**src/hdl/ebalu_pkg.sv**
```systemverilog
`timescale 1ns / 1ps
// Shared types and constants of the 8-bit CPU ALU.
// Used by ebalu_exec and eight_bit_cpu_alu_core; depends on nothing.
package ebalu_pkg;

  // Operation codes carried on cmd_i.
  typedef enum logic [5:0] {
    CMD_ADD   = 6'd0,
    CMD_ADC   = 6'd1,
    CMD_SUB   = 6'd2,
    CMD_SBC   = 6'd3,
    CMD_AND   = 6'd4,
    CMD_OR    = 6'd5,
    CMD_XOR   = 6'd6,
    CMD_CP    = 6'd7,
    CMD_INC8  = 6'd8,
    CMD_DEC8  = 6'd9,
    CMD_ADD16 = 6'd10,
    CMD_ADDSP = 6'd11,
    CMD_INC16 = 6'd12,
    CMD_DEC16 = 6'd13,
    CMD_RLCA  = 6'd14,
    CMD_RLA   = 6'd15,
    CMD_RRCA  = 6'd16,
    CMD_RRA   = 6'd17,
    CMD_DAA   = 6'd18,
    CMD_CPL   = 6'd19,
    CMD_CCF   = 6'd20,
    CMD_SCF   = 6'd21,
    CMD_RLC   = 6'd22,
    CMD_RRC   = 6'd23,
    CMD_RL    = 6'd24,
    CMD_RR    = 6'd25,
    CMD_SLA   = 6'd26,
    CMD_SRA   = 6'd27,
    CMD_SWAP  = 6'd28,
    CMD_SRL   = 6'd29,
    CMD_BIT   = 6'd30,
    CMD_RES   = 6'd31,
    CMD_SET   = 6'd32
  } cmd_e;

  // Decimal adjust thresholds and corrections.
  localparam logic [7:0] DAA_HI_LIMIT = 8'h99;
  localparam logic [3:0] DAA_LO_LIMIT = 4'h9;
  localparam logic [7:0] DAA_HI_ADJ   = 8'h60;
  localparam logic [7:0] DAA_LO_ADJ   = 8'h06;

  // Flag nibble: bit 3 Z, bit 2 N, bit 1 H, bit 0 C.
  typedef struct packed {
    logic z;
    logic n;
    logic h;
    logic c;
  } flags_t;

  // One request as it enters the execute logic.
  typedef struct packed {
    cmd_e        cmd;
    logic [15:0] operand_a;
    logic [15:0] operand_b;
    flags_t      flags;
    logic [2:0]  bit_number;
  } op_t;

  // One result as it leaves the execute logic.
  typedef struct packed {
    logic [15:0] value;
    flags_t      flags;
    logic        write_back;
  } res_t;

endpackage

```
**src/hdl/eight_bit_cpu_alu_core.sv**
```systemverilog
`timescale 1ns / 1ps
// An accepted request is held in the input register, goes through the combinational execute
// logic and is then registered in the result register, which drives the output port.
// Throughput: one request per cycle while results are taken. The input register and the
// result register each hold one request; the input stalls only when both are full and
// the output is held.
// Reset (rst_ni, asynchronous, active low) empties both registers; no other state.
// Depends on ebalu_pkg and ebalu_exec.
module eight_bit_cpu_alu_core (
  input  logic        clk_i,
  input  logic        rst_ni,
  input  logic        in_valid_i,
  output logic        in_stall_o,
  input  logic [5:0]  cmd_i,
  input  logic [15:0] operand_a_i,
  input  logic [15:0] operand_b_i,
  input  logic [3:0]  flags_in_i,
  input  logic [2:0]  bit_number_i,
  output logic        out_valid_o,
  input  logic        out_stall_i,
  output logic [15:0] result_value_o,
  output logic [3:0]  flags_out_o,
  output logic        write_back_o
);
  import ebalu_pkg::*;

  op_t  op_d;
  op_t  op_q;
  logic op_valid_q;
  res_t res_d;
  res_t res_q;
  logic res_valid_q;
  logic out_adv;
  logic in_acc;

  // The result register frees up when it is empty or being taken.
  assign out_adv    = !res_valid_q || !out_stall_i;
  assign in_stall_o = op_valid_q && !out_adv;
  assign in_acc     = in_valid_i && !in_stall_o;

  assign op_d.cmd        = cmd_e'(cmd_i);
  assign op_d.operand_a  = operand_a_i;
  assign op_d.operand_b  = operand_b_i;
  assign op_d.flags      = flags_t'(flags_in_i);
  assign op_d.bit_number = bit_number_i;

  // Execute logic between the input register and the result register.
  ebalu_exec u_exec (
    .op_i  (op_q),
    .res_o (res_d)
  );

  // Input register valid.
  always_ff @(posedge clk_i or negedge rst_ni) begin
    if (!rst_ni) begin
      op_valid_q <= 1'b0;
    end else if (!in_stall_o) begin
      op_valid_q <= in_valid_i;
    end
  end

  // Input register payload.
  always_ff @(posedge clk_i) begin
    if (in_acc) begin
      op_q <= op_d;
    end
  end

  // Result register valid.
  always_ff @(posedge clk_i or negedge rst_ni) begin
    if (!rst_ni) begin
      res_valid_q <= 1'b0;
    end else if (out_adv) begin
      res_valid_q <= op_valid_q;
    end
  end

  // Result register payload.
  always_ff @(posedge clk_i) begin
    if (out_adv && op_valid_q) begin
      res_q <= res_d;
    end
  end

  assign out_valid_o    = res_valid_q;
  assign result_value_o = res_q.value;
  assign flags_out_o    = res_q.flags;
  assign write_back_o   = res_q.write_back;

`ifndef SYNTHESIS
  // The input only stalls when both registers are full and the output is held.
  assert property (@(posedge clk_i) disable iff (!rst_ni)
    in_stall_o |-> (op_valid_q && res_valid_q && out_stall_i))
    else $error("input stalled without a full pipeline");

  // An accepted request is held in the input register on the next cycle.
  assert property (@(posedge clk_i) disable iff (!rst_ni)
    in_acc |=> op_valid_q)
    else $error("accepted request lost");

  // A request that moves on reaches the result register.
  assert property (@(posedge clk_i) disable iff (!rst_ni)
    (op_valid_q && out_adv) |=> res_valid_q)
    else $error("request dropped between registers");

  // Results that are not written always carry a zero value.
  assert property (@(posedge clk_i) disable iff (!rst_ni)
    (res_valid_q && !res_q.write_back) |-> (res_q.value == 16'h0000))
    else $error("non-written result carries a value");
`endif

endmodule

```
**src/hdl/ebalu_exec.sv**
```systemverilog
`timescale 1ns / 1ps
// Combinational execute logic of the 8-bit CPU ALU: one request in, one result out.
// Depends on ebalu_pkg for the operation codes and the request and result types.
module ebalu_exec (
  input  ebalu_pkg::op_t  op_i,
  output ebalu_pkg::res_t res_o
);
  import ebalu_pkg::*;

  logic [7:0]  a;
  logic [7:0]  b;
  logic [15:0] a16;
  logic [15:0] b16;
  logic        cin;
  logic        cy;
  logic [8:0]  sum9;
  logic [4:0]  sum_lo;
  logic [8:0]  dif9;
  logic [4:0]  dif_lo;
  logic [16:0] add16;
  logic [12:0] add16_lo;
  logic [15:0] sp_sum;
  logic [4:0]  sp_lo;
  logic [8:0]  sp_byte;
  logic        daa_lo;
  logic        daa_hi;
  logic [7:0]  daa_val;
  logic [7:0]  bit_mask;
  logic [7:0]  r8;
  logic [15:0] r16;
  logic        use16;
  flags_t      nf;
  logic        wb;

  assign a   = op_i.operand_a[7:0];
  assign b   = op_i.operand_b[7:0];
  assign a16 = op_i.operand_a;
  assign b16 = op_i.operand_b;
  assign cin = op_i.flags.c;

  // Carry in only for the with-carry forms.
  assign cy = ((op_i.cmd == CMD_ADC) || (op_i.cmd == CMD_SBC)) ? cin : 1'b0;

  // 8-bit adder and subtractor with nibble carries; bit 8 or 4 is carry or borrow.
  assign sum9   = {1'b0, a} + {1'b0, b} + {8'd0, cy};
  assign sum_lo = {1'b0, a[3:0]} + {1'b0, b[3:0]} + {4'd0, cy};
  assign dif9   = {1'b0, a} - {1'b0, b} - {8'd0, cy};
  assign dif_lo = {1'b0, a[3:0]} - {1'b0, b[3:0]} - {4'd0, cy};

  // 16-bit add with half carry out of bit 11.
  assign add16    = {1'b0, a16} + {1'b0, b16};
  assign add16_lo = {1'b0, a16[11:0]} + {1'b0, b16[11:0]};

  // Stack pointer plus signed byte; flags come from the unsigned low byte.
  assign sp_sum  = a16 + {{8{b[7]}}, b};
  assign sp_lo   = {1'b0, a16[3:0]} + {1'b0, b[3:0]};
  assign sp_byte = {1'b0, a16[7:0]} + {1'b0, b};

  // Decimal adjust, decided on the value before adjustment.
  assign daa_lo  = op_i.flags.h || (a[3:0] > DAA_LO_LIMIT);
  assign daa_hi  = cin || (a > DAA_HI_LIMIT);
  assign daa_val = op_i.flags.n
                 ? (a - (cin ? DAA_HI_ADJ : 8'h00) - (op_i.flags.h ? DAA_LO_ADJ : 8'h00))
                 : (a + (daa_hi ? DAA_HI_ADJ : 8'h00) + (daa_lo ? DAA_LO_ADJ : 8'h00));

  assign bit_mask = 8'h01 << op_i.bit_number;

  // Operation select.
  always_comb begin
    r8    = 8'h00;
    r16   = 16'h0000;
    use16 = 1'b0;
    nf    = op_i.flags;
    wb    = 1'b1;
    case (op_i.cmd)
      CMD_ADD, CMD_ADC: begin
        r8 = sum9[7:0];
        nf = '{z: (sum9[7:0] == 8'h00), n: 1'b0, h: sum_lo[4], c: sum9[8]};
      end
      CMD_SUB, CMD_SBC: begin
        r8 = dif9[7:0];
        nf = '{z: (dif9[7:0] == 8'h00), n: 1'b1, h: dif_lo[4], c: dif9[8]};
      end
      CMD_CP: begin
        wb = 1'b0;
        nf = '{z: (dif9[7:0] == 8'h00), n: 1'b1, h: dif_lo[4], c: dif9[8]};
      end
      CMD_AND: begin
        r8 = a & b;
        nf = '{z: ((a & b) == 8'h00), n: 1'b0, h: 1'b1, c: 1'b0};
      end
      CMD_OR: begin
        r8 = a | b;
        nf = '{z: ((a | b) == 8'h00), n: 1'b0, h: 1'b0, c: 1'b0};
      end
      CMD_XOR: begin
        r8 = a ^ b;
        nf = '{z: ((a ^ b) == 8'h00), n: 1'b0, h: 1'b0, c: 1'b0};
      end
      CMD_INC8: begin
        r8 = a + 8'h01;
        nf = '{z: (a == 8'hFF), n: 1'b0, h: (a[3:0] == 4'hF), c: cin};
      end
      CMD_DEC8: begin
        r8 = a - 8'h01;
        nf = '{z: (a == 8'h01), n: 1'b1, h: (a[3:0] == 4'h0), c: cin};
      end
      CMD_ADD16: begin
        use16 = 1'b1;
        r16   = add16[15:0];
        nf    = '{z: op_i.flags.z, n: 1'b0, h: add16_lo[12], c: add16[16]};
      end
      CMD_ADDSP: begin
        use16 = 1'b1;
        r16   = sp_sum;
        nf    = '{z: 1'b0, n: 1'b0, h: sp_lo[4], c: sp_byte[8]};
      end
      CMD_INC16: begin
        use16 = 1'b1;
        r16   = a16 + 16'h0001;
      end
      CMD_DEC16: begin
        use16 = 1'b1;
        r16   = a16 - 16'h0001;
      end
      CMD_RLCA, CMD_RLC: begin
        r8 = {a[6:0], a[7]};
        nf = '{z: (op_i.cmd == CMD_RLC) && (a == 8'h00), n: 1'b0, h: 1'b0, c: a[7]};
      end
      CMD_RLA, CMD_RL: begin
        r8 = {a[6:0], cin};
        nf = '{z: (op_i.cmd == CMD_RL) && ({a[6:0], cin} == 8'h00), n: 1'b0, h: 1'b0,
               c: a[7]};
      end
      CMD_RRCA, CMD_RRC: begin
        r8 = {a[0], a[7:1]};
        nf = '{z: (op_i.cmd == CMD_RRC) && (a == 8'h00), n: 1'b0, h: 1'b0, c: a[0]};
      end
      CMD_RRA, CMD_RR: begin
        r8 = {cin, a[7:1]};
        nf = '{z: (op_i.cmd == CMD_RR) && ({cin, a[7:1]} == 8'h00), n: 1'b0, h: 1'b0,
               c: a[0]};
      end
      CMD_DAA: begin
        r8 = daa_val;
        nf = '{z: (daa_val == 8'h00), n: op_i.flags.n, h: 1'b0,
               c: op_i.flags.n ? cin : daa_hi};
      end
      CMD_CPL: begin
        r8 = ~a;
        nf = '{z: op_i.flags.z, n: 1'b1, h: 1'b1, c: cin};
      end
      CMD_CCF: begin
        wb = 1'b0;
        nf = '{z: op_i.flags.z, n: 1'b0, h: 1'b0, c: ~cin};
      end
      CMD_SCF: begin
        wb = 1'b0;
        nf = '{z: op_i.flags.z, n: 1'b0, h: 1'b0, c: 1'b1};
      end
      CMD_SLA: begin
        r8 = {a[6:0], 1'b0};
        nf = '{z: (a[6:0] == 7'd0), n: 1'b0, h: 1'b0, c: a[7]};
      end
      CMD_SRA: begin
        r8 = {a[7], a[7:1]};
        nf = '{z: (a[7:1] == 7'd0), n: 1'b0, h: 1'b0, c: a[0]};
      end
      CMD_SWAP: begin
        r8 = {a[3:0], a[7:4]};
        nf = '{z: (a == 8'h00), n: 1'b0, h: 1'b0, c: 1'b0};
      end
      CMD_SRL: begin
        r8 = {1'b0, a[7:1]};
        nf = '{z: (a[7:1] == 7'd0), n: 1'b0, h: 1'b0, c: a[0]};
      end
      CMD_BIT: begin
        wb = 1'b0;
        nf = '{z: ((a & bit_mask) == 8'h00), n: 1'b0, h: 1'b1, c: cin};
      end
      CMD_RES: begin
        r8 = a & ~bit_mask;
      end
      CMD_SET: begin
        r8 = a | bit_mask;
      end
      default: begin
        // Unused codes change nothing and write nothing.
        wb = 1'b0;
        nf = op_i.flags;
      end
    endcase
  end

  assign res_o.value      = use16 ? r16 : {8'h00, r8};
  assign res_o.flags      = nf;
  assign res_o.write_back = wb;

endmodule

```
**config.mk**
```make
export PLATFORM = sky130hd
export DESIGN_NAME = eight_bit_cpu_alu_core
export DESIGN_NICKNAME = d
export VERILOG_FILES = /design/src/hdl/ebalu_pkg.sv /design/src/hdl/eight_bit_cpu_alu_core.sv /design/src/hdl/ebalu_exec.sv
export SDC_FILE = /design/constraint.sdc
export NUM_CORES = 1
export LEC_CHECK = 0
export BUFFER_PORTS_ARGS = -buffer_cell sky130_fd_sc_hd__buf_2
export CAP_MARGIN = 20
export CELL_PAD_IN_SITES_DETAIL_PLACEMENT = 0
export CELL_PAD_IN_SITES_GLOBAL_PLACEMENT = 1
export CORE_UTILIZATION = 42
export DETAILED_ROUTE_END_ITERATION = 8
export GPL_TIMING_DRIVEN = 0
export PLACE_DENSITY_LB_ADDON = 0.1
export REMOVE_ABC_BUFFERS = 1
export SLEW_MARGIN = 20
export SYNTH_ARGS = -nofsm -noshare
export SYNTH_HDL_FRONTEND = slang
export SYNTH_HIERARCHICAL = 1
export SYNTH_SLANG_ARGS = --single-unit
export TNS_END_PERCENT = 50
```
**constraint.sdc**
```tcl
create_clock -name clk_i -period 5.2 [get_ports clk_i]
set_input_delay 0.26 -clock clk_i [delete_from_list [all_inputs] [get_ports clk_i]]
set_output_delay 0.26 -clock clk_i [all_outputs]
set_load 0.05 [all_outputs]
```
==> impl_metrics.csv <==
group,metric,value,unit
status,status,"finished, final reports clean",
place,dp_hpwl,20500,um
floorplanning,die_w,134,um
global_routing,grt_pass1_wl,40700,um
route,avgRoutedWirePerCell,24.6,um
cells_and_area,nFillCells,1652,
yosys,yosys_warnings,6,
floorplanning,ioPinCount,72,
timing,fin_ws,0.432,ns
yosys,synth_area_per_cell,8.63,um2
route,ant_nets,0,
timing,slew_violations,0,
yosys,synth_edf_count,66,
route,vias,7101,
global_routing,grt_max_degree,32,
yosys,synthArstFlopShare,2.94,%
floorplanning,initial_core_util,43.4,%
timing,relSlewSlack,25.1,%
floorplanning,core-area,0.0168,mm2
timing,finalCritPeriodShare,91.7,%
setup_path,cp_data_required_time,5.26,ns
route,drt-vias-per-instance,6.42,
route,drtIter0Drc,910,
setup_path,worst-path-max-fanout,20,
cells_and_area,nets,1006,
route,drt_first_pass_iters,5,
timing,skew,0.0117,ns
global_routing,grt_pass1_vias,6806,
timing,rsz0062_at_grt,"no",
floorplanning,die_y,134,um
job,drv_cap,0,
cells_and_area,syn2layout_area_growth,11.6,%
clocking,tritoncts,"yes",
setup_path,arrival,4.83,ns
timing,hold_slack,0.0844,ns
cells_and_area,multi_input_area,0.00485,mm2
timing,worstMarginPinSlew,1.12,ns
clocking,cts_resized,0,
yosys,ys_seq_area_share,27.9,%
clocking,clk_latency,0.35,ns
place,io_buffers,71,
setup_path,endpoint_kind,"register",
clocking,cts_setup_buffers,0,
floorplanning,std_cell_rows,47,
setup_path,critical_path_class,"reg2reg",
setup_path,start_kind,"register",
global_routing,track_usage,30.9,%
yosys,ys.flop_type,"edfxtp_1",
clocking,cts_root_buf,"clkbuf_16",
place,gp_congestion,0.942,
clocking,clock-sinks,68,
clocking,cts_buffer_depth,2,
timing,fin_crit,4.77,ns
clocking,numCtsBuffers,9,
power,ir_worst_vdd,0.218,mV
timing,finalSetupViolCount,0,
power,power_density,267,mW/mm2
cells_and_area,regArea,0.00203,mm2
min_path,hp-class,"in2reg",
floorplanning,die_area,0.0179,mm2
place,pre_cts_ws,0.431,ns
yosys,post_synth_num_cell_types,84,
cells_and_area,drive_gt1_share,13.0,%
timing,fmax,0.210,GHz
cells_and_area,final_cells,1106,
global_routing,antenna_found_initial,3,
yosys,synth_seq_cells,68,
power,power_leakage,3.21,nW
route,drc,0,
clocking,cts-hold-fix-buffers,1,
global_routing,overflow,0,
yosys,postSynthCellCount,843,
place,placed_cells,1088,
clocking,clk_pin_slew,0.06,ns
timing,hold_viol_final,0,
clocking,cts_max_level,3,
timing,setup_tns,0,ns
yosys,syn-cell-area,0.00728,mm2
route,routed_wl,27200,um
-- state kept, by name, summed over array words and instances (netlist names) --
| name | cells |
|---|---|
| write_back_o | 1 |
| op_valid_q | 1 |
| result_value_o | 16 |
| out_valid_o | 1 |
| op_q | 45 |
| flags_out_o | 4 |
-- worst paths after layout --
kind                       cells past startpoint                   start  slack, ns                           to
max                                           14      op_q[23]$_DFFE_PP_       0.43  result_value_o[5]$_DFFE_PP_
min                                            1         operand_a_i[10]       0.08           op_q[33]$_DFFE_PP_
max reg2reg                                   14      op_q[23]$_DFFE_PP_       0.43  result_value_o[5]$_DFFE_PP_
min reg2reg                                    1  op_valid_q$_DFFE_PN0N_       0.53      out_valid_o$_DFFE_PN0P_
max in group asynchronous                      2                  rst_ni       4.88      out_valid_o$_DFFE_PN0P_
min in group asynchronous                      2                  rst_ni       0.23       op_valid_q$_DFFE_PN0N_
-- synth_stat cells (8+ instances only) --
cell type | number | area share, %
a22oi_1 | 8 | 0.83
xnor2_1 | 31 | 3.7
buf_2 | 14 | 0.96
nand4_1 | 17 | 1.5
a21o_1 | 11 | 1.1
o22ai_1 | 14 | 1.2
o21ai_0 | 52 | 3.6
inv_1 | 46 | 2.4
a21oi_1 | 41 | 2.8
and3_1 | 15 | 1.3
nand3_1 | 26 | 1.8
nor2_1 | 67 | 3.5
o21a_1 | 11 | 1.1
o2111ai_1 | 9 | 1.1
nor4_1 | 8 | 0.69
clkbuf_1 | 29 | 1.5
nand2_1 | 54 | 2.8
edfxtp_1 | 66 | 27
xor2_1 | 22 | 2.6
ha_1 | 72 | 12
nor3b_1 | 10 | 1.0
nor2b_1 | 17 | 1.5
nor3_1 | 33 | 2.3
a211oi_1 | 10 | 1.0
and2_1 | 10 | 0.86
-- power breakdown --
part | internal (mW) | switching [mW]
registers | 0.654 | 0.0735
logic | 0.267 | 0.465
clock network | 0.467 | 0.244
-- logic make-up after synthesis --
logic type / synth area share (%)
flops: 27.9
fa+ha+maj: 13.8
buf+inv: 5.55
simple gates: 21.5
mux: 0.980
compound gates: 23.7
xor+xnor: 6.60
-- metrics by stage --
stage | area, um2 | utilization [%] | power [mW]
after global placement | 7670 | 45.8 | 1.43
after detailed placement | 7760 | 46.3 | 1.45
after CTS | 8110 | 48.4 | 2.17
after floorplan | 7040 | - | 1.21
final | 8120 | 48.4 | 2.17
after global routing | 8120 | 48.4 | 2.27
-- worst max-delay path, stage by stage, from the launching register on --
cell,delay [ns]
edfxtp_1,0.97
inv_1,0.39
ha_1,0.46
o21bai_1,0.37
a21o_1,0.22
ha_1,0.18
inv_1,0.06
fa_1,0.39
nand3b_1,0.22
xor2_1,0.19
nor2_1,0.05
a21oi_1,0.27
nor2_1,0.11
nor3_1,0.36
o2111ai_1,0.22
-- metal layers --
| layer | up-vias | global-route usage (%) | wire [um] |
|---|---|---|---|
| met2 | 361 | 44.7 | 11500 |
| met3 | 59 | 9.02 | 2700 |
| met4 | 2 | 13.6 | 1020 |
| li1 | 3265 | - | - |
| met5 | - | 0 | 8 |
| met1 | 3414 | 42.4 | 12000 |
-- placed cells by master (no fill, tap or decap), drive strengths merged, types with 10 or more instances in the layout --
cell type / count
and3: 15
o22ai: 14
nand4: 17
nor2b: 17
nand2: 54
edfxtp: 66
xnor2: 31
nor2: 67
nand3: 27
a211oi: 12
nor3: 35
nor3b: 10
a21oi: 42
inv: 47
buf: 75
ha: 72
o21ai: 53
xor2: 23
o21a: 11
and2: 10
a21o: 12
-- cell type report --
cell class | instances | share of cell area [%]
Multi-Input combinational cell | 679 | 59.8
Sequential cell | 68 | 25.0
Clock buffer | 9 | 2.77
Antenna cell | 1 | 0.0308
Tap cell | 220 | 3.39
Timing Repair Buffer | 76 | 5.46
Clock inverter | 7 | 1.40
Inverter | 46 | 2.13
Power figures use the tool's default switching activity.
